$ cat src/rtl/core/nta_pkg.sv
// Shared constants and types for the neighbour table with aging.
// Used by the channel interfaces, the top level and its checker.
package nta_pkg;

    localparam int TABLE_DEPTH = 12;
    localparam int IDX_W       = $clog2(TABLE_DEPTH);
    localparam int CNT_W       = $clog2(TABLE_DEPTH + 1);

    localparam int KEY_W   = 32;
    localparam int TIME_W  = 32;
    localparam int HEARD_W = 4;
    localparam int SLOT_W  = 4;

    localparam int HEARD_MAX   = (1 << HEARD_W) - 1;
    localparam int HEARD_LIMIT = (TABLE_DEPTH < HEARD_MAX) ? TABLE_DEPTH : HEARD_MAX;

    // Fifteen minutes in milliseconds.
    localparam logic [TIME_W-1:0] WINDOW_RESET_MS = TIME_W'(15 * 60 * 1000);

    localparam logic OP_NOTE  = 1'b0;
    localparam logic OP_QUERY = 1'b1;

    typedef enum logic [2:0] {
        ST_IDLE,
        ST_SCAN,
        ST_OLDEST,
        ST_WRITE,
        ST_DONE
    } t_state;

endpackage

$ cat src/rtl/core/nta_ifs.sv
// Valid/ready channel interfaces for the neighbour table: note/query beats in,
// count results out. Depends on nta_pkg.
interface nta_in_if;
    import nta_pkg::*;

    logic              valid;
    logic              ready;
    logic              op;
    logic [KEY_W-1:0]  node_prefix;
    logic [TIME_W-1:0] now_ms;

    modport source (output valid, output op, output node_prefix, output now_ms, input ready);
    modport sink   (input valid, input op, input node_prefix, input now_ms, output ready);
endinterface

interface nta_out_if;
    import nta_pkg::*;

    logic               valid;
    logic               ready;
    logic [HEARD_W-1:0] heard_count;
    logic               was_known;
    logic [SLOT_W-1:0]  slot_used;

    modport source (output valid, output heard_count, output was_known, output slot_used,
                    input ready);
    modport sink   (input valid, input heard_count, input was_known, input slot_used,
                    output ready);
endinterface

$ cat src/rtl/core/neighbour_table_aging.sv
// Neighbour table with aging: a walk over the entries with one shared
// elapsed-time subtract and window compare. Depends on nta_pkg and nta_ifs.
//
//  port      dir   beat contents
//  i_in      in    op, node_prefix, now_ms
//  o_out     out   heard_count, was_known, slot_used
//  i_cfg_*   in    window_ms (single register, write only)
//
// A query walks the entries once; a note walks them once and then writes, and a note
// that finds no match and no free or stale entry first makes a second walk that looks
// for the oldest entry. The result then waits in place until taken; a new beat is
// accepted the cycle after. Reset is synchronous and empties the table through one
// valid bit per entry.
module neighbour_table_aging (
    input  logic                      i_clk,
    input  logic                      i_rst_n,
    nta_in_if.sink                    i_in,
    nta_out_if.source                 o_out,
    input  logic                      i_cfg_wr_en,
    input  logic [nta_pkg::TIME_W-1:0] i_cfg_wr_data
);
    import nta_pkg::*;

    t_state r_state, n_state;

    logic [IDX_W-1:0]  r_idx, n_idx;
    logic              r_op, n_op;
    logic [KEY_W-1:0]  r_key, n_key;
    logic [TIME_W-1:0] r_now, n_now;
    logic [TIME_W-1:0] r_window;

    logic              r_hit, n_hit;
    logic              r_free, n_free;
    logic              r_known, n_known;
    logic [IDX_W-1:0]  r_slot, n_slot;
    logic [TIME_W-1:0] r_min, n_min;
    logic [CNT_W-1:0]  r_cnt, n_cnt;
    logic [TABLE_DEPTH-1:0] r_within, n_within;

    logic [TABLE_DEPTH-1:0] r_vld;
    logic [TIME_W-1:0]      r_etime [TABLE_DEPTH];
    logic [KEY_W-1:0]       r_ekey  [TABLE_DEPTH];

    // Shared per-entry unit.
    logic [TIME_W-1:0] cur_time;
    logic [TIME_W-1:0] elapsed;
    logic              cur_full;
    logic              cur_stale;
    logic              cur_hit;
    logic              cur_free;
    logic              cur_within;
    logic              last_idx;

    assign cur_time   = r_vld[r_idx] ? r_etime[r_idx] : '0;
    assign elapsed    = r_now - cur_time;
    assign cur_full   = (cur_time != '0);
    assign cur_stale  = (elapsed > r_window);
    assign cur_hit    = cur_full && (r_ekey[r_idx] == r_key);
    assign cur_free   = !cur_full || cur_stale;
    assign cur_within = cur_full && !cur_stale;
    assign last_idx   = (r_idx == IDX_W'(TABLE_DEPTH - 1));

    assign i_in.ready        = (r_state == ST_IDLE);
    assign o_out.valid       = (r_state == ST_DONE);
    assign o_out.heard_count = (32'(r_cnt) > HEARD_MAX) ? HEARD_W'(HEARD_MAX)
                                                        : HEARD_W'(r_cnt);
    assign o_out.was_known   = r_known;
    assign o_out.slot_used   = SLOT_W'(r_slot);

    always_comb begin
        n_state  = r_state;
        n_idx    = r_idx;
        n_op     = r_op;
        n_key    = r_key;
        n_now    = r_now;
        n_hit    = r_hit;
        n_free   = r_free;
        n_known  = r_known;
        n_slot   = r_slot;
        n_min    = r_min;
        n_cnt    = r_cnt;
        n_within = r_within;

        unique case (r_state)
            ST_IDLE: begin
                if (i_in.valid) begin
                    n_op    = i_in.op;
                    n_key   = i_in.node_prefix;
                    n_now   = i_in.now_ms;
                    n_idx   = '0;
                    n_hit   = 1'b0;
                    n_free  = 1'b0;
                    n_known = 1'b0;
                    n_slot  = '0;
                    n_cnt   = '0;
                    n_state = ST_SCAN;
                end
            end
            ST_SCAN: begin
                n_within[r_idx] = cur_within;
                if (cur_within) begin
                    n_cnt = r_cnt + CNT_W'(1);
                end
                // A match always wins; the first free entry is kept only until one shows up.
                if (r_op == OP_NOTE && !r_hit) begin
                    if (cur_hit) begin
                        n_hit  = 1'b1;
                        n_slot = r_idx;
                    end else if (!r_free && cur_free) begin
                        n_free = 1'b1;
                        n_slot = r_idx;
                    end
                end
                n_idx = r_idx + IDX_W'(1);
                if (last_idx) begin
                    n_idx = '0;
                    if (r_op == OP_QUERY) begin
                        n_state = ST_DONE;
                    end else if (n_hit || n_free) begin
                        n_state = ST_WRITE;
                    end else begin
                        n_state = ST_OLDEST;
                    end
                end
            end
            ST_OLDEST: begin
                if (r_idx == '0 || cur_time < r_min) begin
                    n_min  = cur_time;
                    n_slot = r_idx;
                end
                n_idx = r_idx + IDX_W'(1);
                if (last_idx) begin
                    n_idx   = '0;
                    n_state = ST_WRITE;
                end
            end
            ST_WRITE: begin
                // The replaced entry leaves the count; the new one joins unless stamped zero.
                n_cnt   = r_cnt - CNT_W'(r_within[r_slot]) + CNT_W'(r_now != '0);
                n_known = r_hit;
                n_state = ST_DONE;
            end
            ST_DONE: begin
                if (o_out.ready) begin
                    n_state = ST_IDLE;
                end
            end
            default: begin
                n_state = ST_IDLE;
            end
        endcase
    end

    always_ff @(posedge i_clk) begin
        if (!i_rst_n) begin
            r_state <= ST_IDLE;
        end else begin
            r_state <= n_state;
        end
    end

    always_ff @(posedge i_clk) begin
        r_idx    <= n_idx;
        r_op     <= n_op;
        r_key    <= n_key;
        r_now    <= n_now;
        r_hit    <= n_hit;
        r_free   <= n_free;
        r_known  <= n_known;
        r_slot   <= n_slot;
        r_min    <= n_min;
        r_cnt    <= n_cnt;
        r_within <= n_within;
    end

    always_ff @(posedge i_clk) begin
        if (!i_rst_n) begin
            r_window <= WINDOW_RESET_MS;
        end else if (i_cfg_wr_en) begin
            r_window <= i_cfg_wr_data;
        end
    end

    always_ff @(posedge i_clk) begin
        if (!i_rst_n) begin
            r_vld <= '0;
        end else if (r_state == ST_WRITE) begin
            r_vld[r_slot] <= 1'b1;
        end
    end

    always_ff @(posedge i_clk) begin
        if (r_state == ST_WRITE) begin
            r_etime[r_slot] <= r_now;
            r_ekey[r_slot]  <= r_key;
        end
    end

endmodule

$ cat src/flat_wrapper.sv
// flat-port wrapper written by rule: the top's interface ports become plain ports
module neighbour_table_aging_flat import nta_pkg::*;
  (i_clk, i_rst_n, i_cfg_wr_en, i_cfg_wr_data, i_in_valid, i_in_op, i_in_node_prefix, i_in_now_ms, i_in_ready, o_out_valid, o_out_heard_count, o_out_was_known, o_out_slot_used, o_out_ready);
  nta_in_if i_in_i ();
  nta_out_if o_out_i ();
  input  logic i_clk;
  input  logic i_rst_n;
  input  logic i_cfg_wr_en;
  input  logic [nta_pkg::TIME_W-1:0] i_cfg_wr_data;
  input wire logic [$bits(i_in_i.valid)-1:0] i_in_valid;
  input wire logic [$bits(i_in_i.op)-1:0] i_in_op;
  input wire logic [$bits(i_in_i.node_prefix)-1:0] i_in_node_prefix;
  input wire logic [$bits(i_in_i.now_ms)-1:0] i_in_now_ms;
  output wire logic [$bits(i_in_i.ready)-1:0] i_in_ready;
  output wire logic [$bits(o_out_i.valid)-1:0] o_out_valid;
  output wire logic [$bits(o_out_i.heard_count)-1:0] o_out_heard_count;
  output wire logic [$bits(o_out_i.was_known)-1:0] o_out_was_known;
  output wire logic [$bits(o_out_i.slot_used)-1:0] o_out_slot_used;
  input wire logic [$bits(o_out_i.ready)-1:0] o_out_ready;
  assign i_in_i.valid = i_in_valid;
  assign i_in_i.op = i_in_op;
  assign i_in_i.node_prefix = i_in_node_prefix;
  assign i_in_i.now_ms = i_in_now_ms;
  assign i_in_ready = i_in_i.ready;
  assign o_out_valid = o_out_i.valid;
  assign o_out_heard_count = o_out_i.heard_count;
  assign o_out_was_known = o_out_i.was_known;
  assign o_out_slot_used = o_out_i.slot_used;
  assign o_out_i.ready = o_out_ready;
  neighbour_table_aging u_core (.i_clk(i_clk), .i_rst_n(i_rst_n), .i_in(i_in_i), .o_out(o_out_i), .i_cfg_wr_en(i_cfg_wr_en), .i_cfg_wr_data(i_cfg_wr_data));
endmodule
$ cat config.mk
export PLATFORM = sky130hd
export DESIGN_NAME = neighbour_table_aging_flat
export DESIGN_NICKNAME = d
export VERILOG_FILES = /design/src/rtl/core/nta_pkg.sv /design/src/rtl/core/nta_ifs.sv /design/src/rtl/core/neighbour_table_aging.sv /design/src/flat_wrapper.sv
export SDC_FILE = /design/constraint.sdc
export NUM_CORES = 1
export LEC_CHECK = 0
export BUFFER_PORTS_ARGS = -buffer_cell sky130_fd_sc_hd__buf_4
export CORE_MARGIN = 2
export CORE_UTILIZATION = 30
export DETAILED_ROUTE_END_ITERATION = 8
export SYNTH_ARGS = -nofsm -noshare
export SYNTH_HDL_FRONTEND = slang
export SYNTH_SLANG_ARGS = --single-unit
$ cat constraint.sdc
create_clock -name i_clk -period 8.3 [get_ports i_clk]
set_input_delay 2.075 -clock i_clk [delete_from_list [all_inputs] [get_ports i_clk]]
set_output_delay 2.075 -clock i_clk [all_outputs]
set_load 0.005 [all_outputs]
==> results of run 1 <==
[through the flow]
step           cell area (um^2)  hold WS (ps)  instances
2_1_floorplan             39200           435       2188
3_3_place_gp              42200           447       3999
3_5_place_dp              42200           452       3999
4_1_cts                   45100           466       4163
5_1_grt                   45100           483       4163
6_report                  45100           468       4163
[cell usage after synthesis, types with 4 or more instances]
cell | count | area, um^2
edfxtp_1 | 892 | 26800
mux4_2 | 198 | 4460
nand2_1 | 128 | 480
inv_1 | 110 | 413
ha_1 | 105 | 1310
mux2i_1 | 89 | 891
o21ai_0 | 75 | 375
clkbuf_1 | 55 | 206
dfxtp_1 | 51 | 1020
nor2_1 | 51 | 191
a21oi_1 | 48 | 240
xor2_1 | 47 | 412
a21o_1 | 37 | 278
nor2b_1 | 29 | 181
nor4_1 | 26 | 163
and2_1 | 21 | 131
nand4_1 | 21 | 131
o21a_1 | 19 | 143
buf_2 | 18 | 90.1
xnor2_1 | 18 | 158
o211ai_1 | 16 | 120
nand2b_1 | 15 | 93.8
nor3_1 | 13 | 65.1
o21ai_1 | 13 | 65.1
buf_6 | 10 | 113
nand3_1 | 9 | 45.0
a211oi_1 | 5 | 37.5
o21bai_1 | 5 | 37.5
a21boi_0 | 4 | 30.0
buf_1 | 4 | 15.0
buf_4 | 4 | 30.0
[layer usage]
| metal | up-vias | global-route usage [%] | wire length, um | part of all wire (%) |
|---|---|---|---|---|
| met5 | - | 0 | 0 | 0 |
| met4 | 0 | 2.92 | 1610 | 1.7 |
| met3 | 111 | 2.47 | 5670 | 6.1 |
| met2 | 622 | 21.5 | 42400 | 46 |
| met1 | 10500 | 20.0 | 42900 | 46 |
| li1 | 8956 | - | - | - |
[area by class of cell]
cell class / count / area, um^2
Tap cell: 1742 / 2180
Timing Repair Buffer: 161 / 1220
Clock buffer: 101 / 2340
Inverter: 110 / 415
Sequential cell: 943 / 27800
Fill cell: 12200 / 84400
Multi-Input combinational cell: 1043 / 10600
Clock inverter: 63 / 546
[worst max-delay path: cells and delay by family, from the launching register on]
family          cells  cell delay, ps
compound gates      8            2290
fa+ha+maj           2             480
buf+inv             1             370
flops               1             790
mux                 2             910
simple gates        9            1670
[power groups by stage]
stage / clock (mW) / combinational, mW / sequential (mW)
floorplan: 0 / 0.780 / 5.41
global placement: 0 / 1.03 / 5.51
detailed placement: 0 / 1.04 / 5.51
CTS: 4.15 / 1.04 / 5.41
global route: 4.33 / 1.11 / 5.42
finish: 4.05 / 1.02 / 5.40
[cells by family (layout without fill, tap and decap cells)]
logic type	after synthesis	count (layout)
adder cells (fa/ha/maj)	107	107
XOR/XNOR	65	65
buffers and inverters	202	435
AND/OR/NAND/NOR	332	332
multiplexers	289	289
flip-flops	943	943
AO/OA/AOI/OAI	250	250
[worst min path at each step]
stage / start / to / slack, ps / depth (start not counted)
2_1_floorplan: u_core.r_vld[10]$_SDFFE_PN0P_ / u_core.r_vld[10]$_SDFFE_PN0P_ / 440 / 1
3_3_place_gp: u_core.r_vld[5]$_SDFFE_PN0P_ / u_core.r_vld[5]$_SDFFE_PN0P_ / 450 / 1
3_5_place_dp: u_core.r_vld[5]$_SDFFE_PN0P_ / u_core.r_vld[5]$_SDFFE_PN0P_ / 450 / 1
4_1_cts: u_core.r_vld[5]$_SDFFE_PN0P_ / u_core.r_vld[5]$_SDFFE_PN0P_ / 470 / 1
5_1_grt: u_core.r_vld[4]$_SDFFE_PN0P_ / u_core.r_vld[4]$_SDFFE_PN0P_ / 480 / 1
6_report: u_core.r_vld[0]$_SDFFE_PN0P_ / u_core.r_vld[0]$_SDFFE_PN0P_ / 470 / 1
[state kept, by name (all words and copies together) (netlist names), named ones only]
register / count
u_core.r_idx: 4
u_core.r_within: 12
u_core.r_free: 1
u_core.r_etime: 384
u_core.r_key: 32
u_core.r_min: 32
u_core.r_ekey: 384
u_core.o_out.was_known: 1
u_core.r_window: 32
u_core.r_now: 32
u_core.r_vld: 12
u_core.r_state: 3
u_core.o_out.heard_count: 4
u_core.r_op: 1
u_core.r_hit: 1
u_core.o_out.slot_used: 4
==> flow_results.xml, run 1 <==
<?xml version="1.0" encoding="UTF-8"?>
<metrics>
  <group name="synth">
    <metric name="synth_compound_area_share" unit="%">4.01</metric>
    <metric name="synthesis.yosys.warnings" unit="">0</metric>
    <metric name="ys_types" unit="">60</metric>
    <metric name="proportion_of_synthesized_area_in_mux_cells" unit="%">13.7</metric>
    <metric name="synth_area_per_cell" unit="um^2">17.9</metric>
    <metric name="number_of_synthesized_flops_with_an_enable_pin" unit="">892</metric>
    <metric name="postSynthNetCount" unit="">2397</metric>
    <metric name="syn_area" unit="um^2">39200</metric>
    <metric name="synth_cells" unit="">2188</metric>
    <metric name="post_synthesis_sequential_area_ratio" unit="%">71.0</metric>
    <metric name="yosys_most_used_dff" unit="">edfxtp_1</metric>
    <metric name="synth_fa_ha_area_share" unit="%">3.46</metric>
    <metric name="yosys_register_bits" unit="">943</metric>
    <metric name="synth-async-reset-ratio" unit="%">0</metric>
    <metric name="synth-simple-area-share" unit="%">4.14</metric>
    <metric name="synth-xor-area-share" unit="%">1.45</metric>
    <metric name="main_combinational_cell_family_by_area_after_synthesis" unit="">multiplexers</metric>
  </group>
  <group name="clock_tree">
    <metric name="numCtsBuffers" unit="">90</metric>
    <metric name="ctsLongestPathBuffers" unit="">3</metric>
    <metric name="clock-root-buffer" unit="">clkbuf_16</metric>
    <metric name="cts_tree" unit="">done</metric>
    <metric name="tritoncts_num_sinks" unit="">943</metric>
    <metric name="h-tree-depth" unit="">3</metric>
    <metric name="clock_pin_slew_on_the_worst_setup_and_hold_paths" unit="ps">60</metric>
    <metric name="insertion_delay_to_the_later_sink_of_the_worst_skew_pair" unit="ps">690</metric>
    <metric name="hold_buffers" unit="">0</metric>
    <metric name="post_cts_resize_count" unit="">0</metric>
    <metric name="postCtsSetupRepairBufs" unit="">0</metric>
  </group>
  <group name="setup_path">
    <metric name="critical_path_class" unit="">reg -&gt; reg</metric>
    <metric name="worst-path-max-fanout" unit="">34</metric>
    <metric name="crit_path_max_incr_delay" unit="ps">790</metric>
    <metric name="critical_path_most_common_cell" unit="">nand2_1</metric>
    <metric name="r2r_end" unit="">u_core.o_out.heard_count[0]$_SDFFCE_PN0P_</metric>
    <metric name="crit_end" unit="">u_core.o_out.heard_count[0]$_SDFFCE_PN0P_</metric>
    <metric name="reg2reg_depth" unit="">22</metric>
    <metric name="timing.critical_path.cells" unit="">buf_4 &gt; mux4_2 &gt; nand2_1 &gt; o21ai_0 &gt; nand2_1 &gt; ha_1 &gt; nand2_1 &gt; nor2_1 &gt; nand4_1 &gt; o211a_1 &gt; a21boi_0 &gt; a41oi_1 &gt; o31ai_1 &gt; mux2_2 &gt; o2111ai_1 &gt; ha_1 &gt; and4_1 &gt; a221oi_1 &gt; and3_1 &gt; o21ba_2 &gt; nor2_1 &gt; nor3_1</metric>
    <metric name="rrSetupSlack" unit="ps">1340</metric>
    <metric name="critPathLaunchType" unit="">flip-flop</metric>
    <metric name="cp-end-kind" unit="">flip-flop</metric>
    <metric name="cp.required" unit="ps">8600</metric>
    <metric name="worst_path_max_delay_cell" unit="">dfxtp_4</metric>
    <metric name="critPathArrivalTime" unit="ps">7260</metric>
  </group>
  <group name="min_path">
    <metric name="worstHoldPathType" unit="">reg -&gt; reg</metric>
  </group>
  <group name="routing">
    <metric name="dr_total_vias" unit="">20200</metric>
    <metric name="routed_wirelength" unit="um">92600</metric>
    <metric name="firstDrtPassIters" unit="">6</metric>
    <metric name="vias_per_cell" unit="">4.85</metric>
    <metric name="drt-initial-drc-count" unit="">1832</metric>
    <metric name="remaining_drc_errors" unit="">0</metric>
    <metric name="final_antenna_net_count" unit="">0</metric>
    <metric name="drt-wirelength-per-cell" unit="um">22.2</metric>
  </group>
  <group name="timing">
    <metric name="final_count_of_negative_setup_slack_endpoints" unit="">0</metric>
    <metric name="hold_violations" unit="">0</metric>
    <metric name="post-route-period-util" unit="%">83.8</metric>
    <metric name="max_slew.worst_pin.slew" unit="ps">1200</metric>
    <metric name="totalNegativeSetupSlack" unit="ps">0</metric>
    <metric name="maxSlewViolCount" unit="">0</metric>
    <metric name="timing.slew.headroom" unit="%">19.0</metric>
    <metric name="period_needed" unit="ps">6960</metric>
    <metric name="layout_setup_ws" unit="ps">1340</metric>
    <metric name="maxClockFrequency" unit="GHz">0.144</metric>
    <metric name="unrepaired_setup_endpoints_after_global_routing" unit="">no</metric>
    <metric name="fin_skew" unit="ps">47.2</metric>
  </group>
  <group name="finish">
    <metric name="final_core_util" unit="%">34.8</metric>
    <metric name="antenna_cells" unit="">0</metric>
    <metric name="mostFrequentLayoutCells" unit="">edfxtp_1 (892), mux4_2 (198), buf_4 (160), nand2_1 (128), inv_1 (109)</metric>
    <metric name="layout.cells.most_common" unit="">edfxtp_1</metric>
    <metric name="drive_gt1_share" unit="%">21.2</metric>
    <metric name="flow.area_growth_from_synthesis" unit="%">15.2</metric>
    <metric name="fin_nets" unit="">2558</metric>
  </group>
  <group name="pwr">
    <metric name="p_seq_share" unit="%">51.6</metric>
    <metric name="p_sw_share" unit="%">23.7</metric>
    <metric name="power.static_leakage" unit="nW">15.0</metric>
    <metric name="combinationalPowerShare" unit="%">9.8</metric>
    <metric name="p_int" unit="mW">7.99</metric>
    <metric name="pwr_density_cell" unit="nW/um^2">232</metric>
    <metric name="power.clock.fraction" unit="%">38.7</metric>
    <metric name="p_total" unit="mW">10.5</metric>
    <metric name="vdd_ir_drop_max" unit="V">0.000148</metric>
    <metric name="switchingPower" unit="mW">2.49</metric>
  </group>
  <group name="placed_design">
    <metric name="place_ws" unit="ps">1350</metric>
    <metric name="buffer_ports.inserted" unit="">112</metric>
    <metric name="hpwl" unit="um">55300</metric>
    <metric name="gp_congestion" unit="">0.833</metric>
  </group>
  <group name="die">
    <metric name="chipWidth" unit="um">365</metric>
    <metric name="pin_count" unit="">113</metric>
    <metric name="floorplan.rows" unit="">132</metric>
    <metric name="floorplan.initialDensity" unit="%">30.2</metric>
    <metric name="floorplan.core_area" unit="um^2">129000</metric>
    <metric name="floorplan.die.height" unit="um">365</metric>
    <metric name="die_footprint" unit="um^2">133000</metric>
  </group>
  <group name="global_route">
    <metric name="global_route.overflow_total" unit="">0</metric>
    <metric name="number_of_global_route_vias_before_repair" unit="">20000</metric>
    <metric name="grt.total_usage" unit="%">13.8</metric>
    <metric name="antenna_found_initial" unit="">5</metric>
    <metric name="global_route_wire_length_before_repair" unit="um">135000</metric>
    <metric name="grt_max_degree" unit="">60</metric>
  </group>
  <group name="status">
    <metric name="run_status" unit="">completed</metric>
  </group>
  <group name="flow_run">
    <metric name="drv.max_cap_violation_count" unit="">0</metric>
  </group>
</metrics>
Power figures use the tool's default switching activity.
==> inputs of run 2 (changes only) <==
==> constraint.sdc (replaced) <==
create_clock -name i_clk -period 6.1 [get_ports i_clk]
set_input_delay 1.525 -clock i_clk [delete_from_list [all_inputs] [get_ports i_clk]]
set_output_delay 1.525 -clock i_clk [all_outputs]
set_load 0.005 [all_outputs]
==> run 2 against run 1 <==
Critical path depth up 2. Non-clock buffer count up 72. Via count up 1.5%.
==> flow_results.xml, run 2 (synthesis gave the netlist of run 1 again) <==
<?xml version="1.0" encoding="UTF-8"?>
<metrics>
  <group name="status">
    <metric name="run_status" unit="">completed</metric>
  </group>
  <group name="placed_design">
    <metric name="buffer_ports.inserted" unit="">112</metric>
    <metric name="place_ws" unit="ps">0.700</metric>
    <metric name="hpwl" unit="um">55900</metric>
    <metric name="gp_congestion" unit="">0.849</metric>
    <metric name="placed_cell_area" unit="um^2">42800</metric>
  </group>
  <group name="routing">
    <metric name="vias_per_cell" unit="">4.83</metric>
    <metric name="firstDrtPassIters" unit="">5</metric>
    <metric name="drt-initial-drc-count" unit="">2065</metric>
    <metric name="routed_wirelength" unit="um">93500</metric>
    <metric name="remaining_drc_errors" unit="">0</metric>
    <metric name="final_antenna_net_count" unit="">0</metric>
    <metric name="drt-wirelength-per-cell" unit="um">22.1</metric>
    <metric name="dr_total_vias" unit="">20500</metric>
  </group>
  <group name="setup_path">
    <metric name="cp.buffers_inverters" unit="">2</metric>
    <metric name="crit_path_max_incr_delay" unit="ps">480</metric>
    <metric name="critical_path_most_common_cell" unit="">ha_1</metric>
    <metric name="r2r_start" unit="">u_core.r_idx[0]$_DFFE_PP_</metric>
    <metric name="worst-path-max-fanout" unit="">19</metric>
    <metric name="critPathLaunchType" unit="">flip-flop</metric>
    <metric name="worst-path-stages" unit="">24</metric>
    <metric name="crit_end" unit="">u_core.r_free$_SDFFCE_PN0P_</metric>
    <metric name="critPathArrivalTime" unit="ps">6340</metric>
    <metric name="cp.required" unit="ps">6610</metric>
    <metric name="critical_path_class" unit="">reg -&gt; reg</metric>
    <metric name="reg2reg_depth" unit="">24</metric>
    <metric name="crit_family" unit="">compound AO/OA/AOI/OAI gates</metric>
    <metric name="cp-end-kind" unit="">flip-flop</metric>
    <metric name="worst_path_max_delay_cell" unit="">edfxtp_1</metric>
    <metric name="crit_path_start" unit="">u_core.r_idx[0]$_DFFE_PP_</metric>
    <metric name="r2r_end" unit="">u_core.r_free$_SDFFCE_PN0P_</metric>
    <metric name="timing.critical_path.cells" unit="">mux4_2 &gt; mux2i_2 &gt; o21ai_2 &gt; buf_6 &gt; buf_8 &gt; nand2_1 &gt; ha_1 &gt; o21a_1 &gt; o211a_1 &gt; a21boi_0 &gt; o21ai_0 &gt; a311o_1 &gt; a41oi_2 &gt; o31ai_2 &gt; mux2_2 &gt; o2111ai_1 &gt; ha_1 &gt; and4_4 &gt; nand4_1 &gt; a21o_1 &gt; and3_1 &gt; o21ba_2 &gt; or4_1 &gt; a21oi_1</metric>
    <metric name="rrSetupSlack" unit="ps">270</metric>
  </group>
  <group name="finish">
    <metric name="drive_gt1_share" unit="%">24.4</metric>
    <metric name="layout.cells.most_common" unit="">edfxtp_1</metric>
    <metric name="fin_nets" unit="">2629</metric>
    <metric name="mostFrequentLayoutCells" unit="">edfxtp_1 (892), buf_4 (210), mux4_2 (198), nand2_1 (128), inv_1 (109)</metric>
    <metric name="flow.area_growth_from_synthesis" unit="%">17.6</metric>
    <metric name="post-route-cell-area" unit="um^2">46100</metric>
    <metric name="final_core_util" unit="%">35.6</metric>
    <metric name="reg.largest.list" unit="">u_core.r_ekey x384, u_core.r_etime x384</metric>
  </group>
  <group name="timing">
    <metric name="post-route-period-util" unit="%">95.6</metric>
    <metric name="fin_skew" unit="ps">48.3</metric>
    <metric name="period_needed" unit="ps">5830</metric>
    <metric name="maxClockFrequency" unit="GHz">0.172</metric>
    <metric name="final_count_of_negative_setup_slack_endpoints" unit="">0</metric>
    <metric name="totalNegativeSetupSlack" unit="ps">0</metric>
    <metric name="layout_setup_ws" unit="ps">270</metric>
    <metric name="max_slew.worst_pin.slew" unit="ps">1030</metric>
    <metric name="timing.slew.headroom" unit="%">31.0</metric>
    <metric name="hold_violations" unit="">0</metric>
    <metric name="maxSlewViolCount" unit="">0</metric>
  </group>
  <group name="global_route">
    <metric name="global_route.overflow_total" unit="">0</metric>
    <metric name="antenna_found_initial" unit="">6</metric>
    <metric name="global_route.peak_usage_layer" unit="">met2</metric>
    <metric name="number_of_global_route_vias_before_repair" unit="">20200</metric>
    <metric name="globalRouteMet1Util" unit="%">20.1</metric>
    <metric name="global_route.usage.met2" unit="%">21.5</metric>
    <metric name="grt.total_usage" unit="%">13.8</metric>
    <metric name="gr-usage-met3" unit="%">2.21</metric>
    <metric name="grt_max_degree" unit="">66</metric>
    <metric name="global_route_wire_length_before_repair" unit="um">136000</metric>
  </group>
  <group name="die">
    <metric name="die_footprint" unit="um^2">133000</metric>
    <metric name="floorplan.die.height" unit="um">365</metric>
    <metric name="floorplan.initialDensity" unit="%">30.2</metric>
    <metric name="floorplan.core_area" unit="um^2">129000</metric>
    <metric name="pin_count" unit="">113</metric>
    <metric name="floorplan.rows" unit="">132</metric>
    <metric name="chipWidth" unit="um">365</metric>
  </group>
  <group name="min_path">
    <metric name="worstHoldPathType" unit="">reg -&gt; reg</metric>
  </group>
  <group name="pwr">
    <metric name="power.static_leakage" unit="nW">15.5</metric>
    <metric name="vdd_ir_drop_max" unit="V">0.000225</metric>
    <metric name="pwr_density_cell" unit="nW/um^2">314</metric>
    <metric name="p_total" unit="mW">14.5</metric>
  </group>
  <group name="clock_tree">
    <metric name="clock_pin_slew_on_the_worst_setup_and_hold_paths" unit="ps">60</metric>
    <metric name="h-tree-depth" unit="">3</metric>
    <metric name="numCtsBuffers" unit="">89</metric>
    <metric name="cts_tree" unit="">done</metric>
    <metric name="ctsLongestPathBuffers" unit="">3</metric>
    <metric name="clock-root-buffer" unit="">clkbuf_16</metric>
    <metric name="insertion_delay_to_the_later_sink_of_the_worst_skew_pair" unit="ps">700</metric>
    <metric name="tritoncts_num_sinks" unit="">943</metric>
  </group>
  <group name="flow_run">
    <metric name="drv.max_cap_violation_count" unit="">0</metric>
  </group>
</metrics>
[run 2: cell types whose count changed in the layout (fill, tap and decap cells not counted), moves of 3 or more]
cell and change:
buf_6 +3, o21ai_0 -10, buf_12 +15, o21ai_2 +3, nor3_1 -3, o21ai_1 +7, clkinv_1 -6, clkbuf_1 +3
buf_4 +50
[run 2: worst min-delay path by stage]
| stage | startpoint | depth (start not counted) | endpoint | slack (ps) |
|---|---|---|---|---|
| 3_3_place_gp | u_core.r_vld[7]$_SDFFE_PN0P_ | 1 | u_core.r_vld[7]$_SDFFE_PN0P_ | 460 |
| 2_1_floorplan | u_core.r_vld[10]$_SDFFE_PN0P_ | 1 | u_core.r_vld[10]$_SDFFE_PN0P_ | 440 |
| 3_5_place_dp | u_core.r_vld[11]$_SDFFE_PN0P_ | 1 | u_core.r_vld[11]$_SDFFE_PN0P_ | 460 |
| 6_report | u_core.r_vld[11]$_SDFFE_PN0P_ | 1 | u_core.r_vld[11]$_SDFFE_PN0P_ | 470 |
| 5_1_grt | u_core.r_vld[9]$_SDFFE_PN0P_ | 1 | u_core.r_vld[9]$_SDFFE_PN0P_ | 490 |
| 4_1_cts | u_core.r_vld[11]$_SDFFE_PN0P_ | 1 | u_core.r_vld[11]$_SDFFE_PN0P_ | 470 |
[run 2: final cells by class]
class / instances / area, um^2
sequential: 943 / 27800
antenna: 2 / 5.00
multi-input combinational: 1043 / 10700
fill: 12200 / 83400
timing repair buffer: 233 / 2000
inverter: 110 / 415
clock buffer: 103 / 2310
clock inverter: 63 / 648
tap: 1742 / 2180
[run 2: through the flow]
stage	hold WS [ps]	cells
6_report	472	4239
5_1_grt	492	4238
4_1_cts	475	4217
3_5_place_dp	461	4051
3_3_place_gp	456	4051
2_1_floorplan	435	2188
[run 2: per-layer routing]
layer	wire (um)	up-vias
met5	0	-
met4	2010	0
met3	5520	121
met2	42600	613
met1	43300	10600
li1	-	9105
[run 2: worst register-to-register path, delay by kind of cell (launching register included)]
kind            cells  cell delay (ps)
compound gates     12             2440
simple gates        5             1060
mux                 3              690
fa+ha+maj           2              670
flops               1              480
buf+inv             2              350
[run 2: repair_timing]
| item | CTS | global route |
|---|---|---|
| hold buffers | 0 | 0 |
| setup buffers | 0 | 18 |
| cloned | 0 | 2 |
| pin swaps | 0 | 5 |
| setup endpoints to repair | 4 | 10 |
| resized for setup | 1 | 36 |
[run 2: report_power, final]
part           switching [mW]  total (mW)  internal, mW
registers               0.151        7.30          7.15
clock network            2.48        5.61          3.13
logic                   0.820        1.57         0.747
==> inputs of run 3 (changes only) <==
--- a/config.mk
+++ b/config.mk
@@ -8,6 +8,7 @@
 export BUFFER_PORTS_ARGS = -buffer_cell sky130_fd_sc_hd__buf_4
 export CORE_MARGIN = 2
 export CORE_UTILIZATION = 30
+export CTS_BUF_LIST = sky130_fd_sc_hd__clkbuf_4 sky130_fd_sc_hd__clkbuf_8
 export DETAILED_ROUTE_END_ITERATION = 8
 export SYNTH_ARGS = -nofsm -noshare
 export SYNTH_HDL_FRONTEND = slang
==> run 3 against run 2 <==
Count of clock-buffer cells in the layout up 97. Hold slack worse by 0.57 ps. Design area down 0.39%. Combinational power about the same. Largest cell class unchanged. Sequential share of layout area up 0.24 points.
==> flow_results.xml, run 3 (synthesis gave the netlist of run 1 again) <==
<?xml version="1.0" encoding="UTF-8"?>
<metrics>
  <group name="pwr">
    <metric name="power.static_leakage" unit="nW">15.5</metric>
    <metric name="switchingPower" unit="mW">3.48</metric>
    <metric name="vdd_ir_drop_max" unit="V">0.000218</metric>
    <metric name="combinationalPowerShare" unit="%">11.1</metric>
    <metric name="power.clock.fraction" unit="%">37.1</metric>
    <metric name="p_sw_share" unit="%">24.7</metric>
    <metric name="p_int" unit="mW">10.6</metric>
    <metric name="p_seq_share" unit="%">51.8</metric>
    <metric name="pwr_density_cell" unit="nW/um^2">307</metric>
  </group>
  <group name="clock_tree">
    <metric name="tritoncts_num_sinks" unit="">943</metric>
    <metric name="clock_pin_slew_on_the_worst_setup_and_hold_paths" unit="ps">70</metric>
    <metric name="insertion_delay_to_the_later_sink_of_the_worst_skew_pair" unit="ps">840</metric>
    <metric name="ctsLongestPathBuffers" unit="">3</metric>
    <metric name="cts_tree" unit="">done</metric>
    <metric name="hold_buffers" unit="">0</metric>
    <metric name="clock-root-buffer" unit="">clkbuf_8</metric>
    <metric name="numCtsBuffers" unit="">143</metric>
    <metric name="h-tree-depth" unit="">4</metric>
  </group>
  <group name="die">
    <metric name="floorplan.die.height" unit="um">365</metric>
    <metric name="chipWidth" unit="um">365</metric>
    <metric name="pin_count" unit="">113</metric>
    <metric name="floorplan.rows" unit="">132</metric>
    <metric name="die_footprint" unit="um^2">133000</metric>
    <metric name="floorplan.core_area" unit="um^2">129000</metric>
    <metric name="floorplan.initialDensity" unit="%">30.2</metric>
  </group>
  <group name="setup_path">
    <metric name="critPathArrivalTime" unit="ps">6510</metric>
    <metric name="worst-path-max-fanout" unit="">15</metric>
    <metric name="worst_path_max_delay_cell" unit="">or4_1</metric>
    <metric name="critPathLaunchType" unit="">flip-flop</metric>
    <metric name="r2r_end" unit="">u_core.r_free$_SDFFCE_PN0P_</metric>
    <metric name="cp.buffers_inverters" unit="">2</metric>
    <metric name="cp-end-kind" unit="">flip-flop</metric>
    <metric name="reg2reg_depth" unit="">24</metric>
    <metric name="rrSetupSlack" unit="ps">260</metric>
    <metric name="cp.required" unit="ps">6770</metric>
    <metric name="worst-path-stages" unit="">24</metric>
    <metric name="crit_family" unit="">compound AO/OA/AOI/OAI gates</metric>
    <metric name="crit_path_max_incr_delay" unit="ps">470</metric>
    <metric name="critical_path_class" unit="">reg -&gt; reg</metric>
    <metric name="timing.critical_path.cells" unit="">clkbuf_4 &gt; buf_8 &gt; mux4_2 &gt; mux2i_1 &gt; o21ai_0 &gt; nand2_1 &gt; ha_1 &gt; a21oi_1 &gt; nand2_1 &gt; a21boi_0 &gt; o21ai_0 &gt; a311o_1 &gt; a41oi_2 &gt; o31ai_2 &gt; mux2_2 &gt; o2111ai_1 &gt; ha_1 &gt; and4_4 &gt; nand4_1 &gt; a21o_1 &gt; and3_1 &gt; o21ba_4 &gt; or4_1 &gt; a21oi_1</metric>
  </group>
  <group name="timing">
    <metric name="max_slew.worst_pin.slew" unit="ps">1010</metric>
    <metric name="fin_skew" unit="ps">49.7</metric>
    <metric name="final_count_of_negative_setup_slack_endpoints" unit="">0</metric>
    <metric name="layout_setup_ws" unit="ps">265</metric>
    <metric name="hold_violations" unit="">0</metric>
    <metric name="maxSlewViolCount" unit="">0</metric>
    <metric name="period_needed" unit="ps">5840</metric>
    <metric name="post-route-period-util" unit="%">95.7</metric>
    <metric name="timing.slew.headroom" unit="%">32.5</metric>
    <metric name="holdWs" unit="ps">471</metric>
    <metric name="maxClockFrequency" unit="GHz">0.171</metric>
    <metric name="totalNegativeSetupSlack" unit="ps">0</metric>
  </group>
  <group name="min_path">
    <metric name="worstHoldStart" unit="">u_core.r_vld[11]$_SDFFE_PN0P_</metric>
    <metric name="worstHoldPathType" unit="">reg -&gt; reg</metric>
    <metric name="holdPathEnd" unit="">u_core.r_vld[11]$_SDFFE_PN0P_</metric>
    <metric name="hold_path_depth" unit="">1</metric>
  </group>
  <group name="global_route">
    <metric name="global_route_wire_length_before_repair" unit="um">137000</metric>
    <metric name="number_of_global_route_vias_before_repair" unit="">20700</metric>
    <metric name="antenna_found_initial" unit="">7</metric>
    <metric name="grt.total_usage" unit="%">14.1</metric>
    <metric name="global_route.overflow_total" unit="">0</metric>
    <metric name="grt_max_degree" unit="">66</metric>
  </group>
  <group name="finish">
    <metric name="layout.cells.most_common" unit="">edfxtp_1</metric>
    <metric name="mostFrequentLayoutCells" unit="">edfxtp_1 (892), mux4_2 (198), buf_4 (198), clkbuf_8 (153), nand2_1 (128)</metric>
    <metric name="flow.area_growth_from_synthesis" unit="%">17.1</metric>
    <metric name="post-route-cell-area" unit="um^2">45900</metric>
    <metric name="drive_gt1_share" unit="%">26.8</metric>
    <metric name="fillCellCount" unit="">12300</metric>
    <metric name="fin_nets" unit="">2673</metric>
    <metric name="final_core_util" unit="%">35.4</metric>
    <metric name="reg.largest.list" unit="">u_core.r_ekey x384, u_core.r_etime x384</metric>
  </group>
  <group name="routing">
    <metric name="wl_met3" unit="um">6250</metric>
    <metric name="drt-initial-drc-count" unit="">2057</metric>
    <metric name="remaining_drc_errors" unit="">0</metric>
    <metric name="firstDrtPassIters" unit="">5</metric>
    <metric name="dr_total_vias" unit="">20600</metric>
    <metric name="drt-wirelength-per-cell" unit="um">21.8</metric>
    <metric name="highest_layer" unit="">met4</metric>
    <metric name="vias_per_cell" unit="">4.78</metric>
    <metric name="final_antenna_net_count" unit="">0</metric>
    <metric name="routed-wl-met2" unit="um">42900</metric>
    <metric name="routed_wirelength" unit="um">94300</metric>
    <metric name="wl_met1" unit="um">43200</metric>
  </group>
  <group name="placed_design">
    <metric name="buffer_ports.inserted" unit="">112</metric>
    <metric name="placed_cell_area" unit="um^2">42800</metric>
    <metric name="hpwl" unit="um">55900</metric>
    <metric name="gp_congestion" unit="">0.849</metric>
    <metric name="place_ws" unit="ps">0.700</metric>
  </group>
  <group name="flow_run">
    <metric name="drv.max_cap_violation_count" unit="">0</metric>
  </group>
  <group name="status">
    <metric name="run_status" unit="">completed</metric>
  </group>
</metrics>
[run 3: cell count changes in the layout (fill, tap and decap cells not counted), sizes merged]
cell / change
clkinv: -7
buf: -11
diode: +1
bufinv: -7
clkbuf: +98
clkinvlp: +1
inv: +6
[run 3: worst max-delay path by stage]
stage / endpoint
CTS: u_core.r_free$_SDFFCE_PN0P_
finish: u_core.r_free$_SDFFCE_PN0P_
global route: u_core.r_free$_SDFFCE_PN0P_
floorplan: u_core.o_out.heard_count[0]$_SDFFCE_PN0P_
global placement: u_core.o_out.heard_count[2]$_SDFFCE_PN0P_
detailed placement: u_core.o_out.heard_count[2]$_SDFFCE_PN0P_
[run 3: through the flow]
step | power, mW | cells
2_1_floorplan | 8.42 | 2188
3_3_place_gp | 8.98 | 4051
3_5_place_dp | 8.99 | 4051
4_1_cts | 14.2 | 4307
5_1_grt | 14.7 | 4319
6_report | 14.1 | 4320
[run 3: metal layers]
layer / track usage (%) / vias up
li1: - / 9218
met1: 20.2 / 10600
met2: 21.5 / 692
met3: 2.61 / 143
met4: 4.50 / 0
met5: 0 / -
[run 3: power groups by stage]
stage | logic (mW) | clock network, mW | registers (mW)
after floorplan | 1.06 | 0 | 7.36
after global placement | 1.54 | 0 | 7.44
after detailed placement | 1.55 | 0 | 7.44
after CTS | 1.56 | 5.36 | 7.30
after global routing | 1.70 | 5.65 | 7.31
final | 1.56 | 5.23 | 7.30
[run 3: timing repair]
| item | 4_1_cts | 5_1_grt |
|---|---|---|
| cloned | 0 | 2 |
| gates resized for setup | 1 | 41 |
| endpoints found under the setup margin | 4 | 22 |
| setup buffers | 0 | 8 |
| pin swaps | 0 | 4 |
[run 3: cell type report]
class                           count  area [um^2]  area share, %
Antenna cell                        3         7.51         0.0164
Clock buffer                      200         2460           5.36
Clock inverter                     56          375          0.818
Inverter                          110          415          0.905
Multi-Input combinational cell   1043        10700           23.3
Sequential cell                   943        27800           60.6
Tap cell                         1742         2180           4.75
Timing Repair Buffer              223         1940           4.22
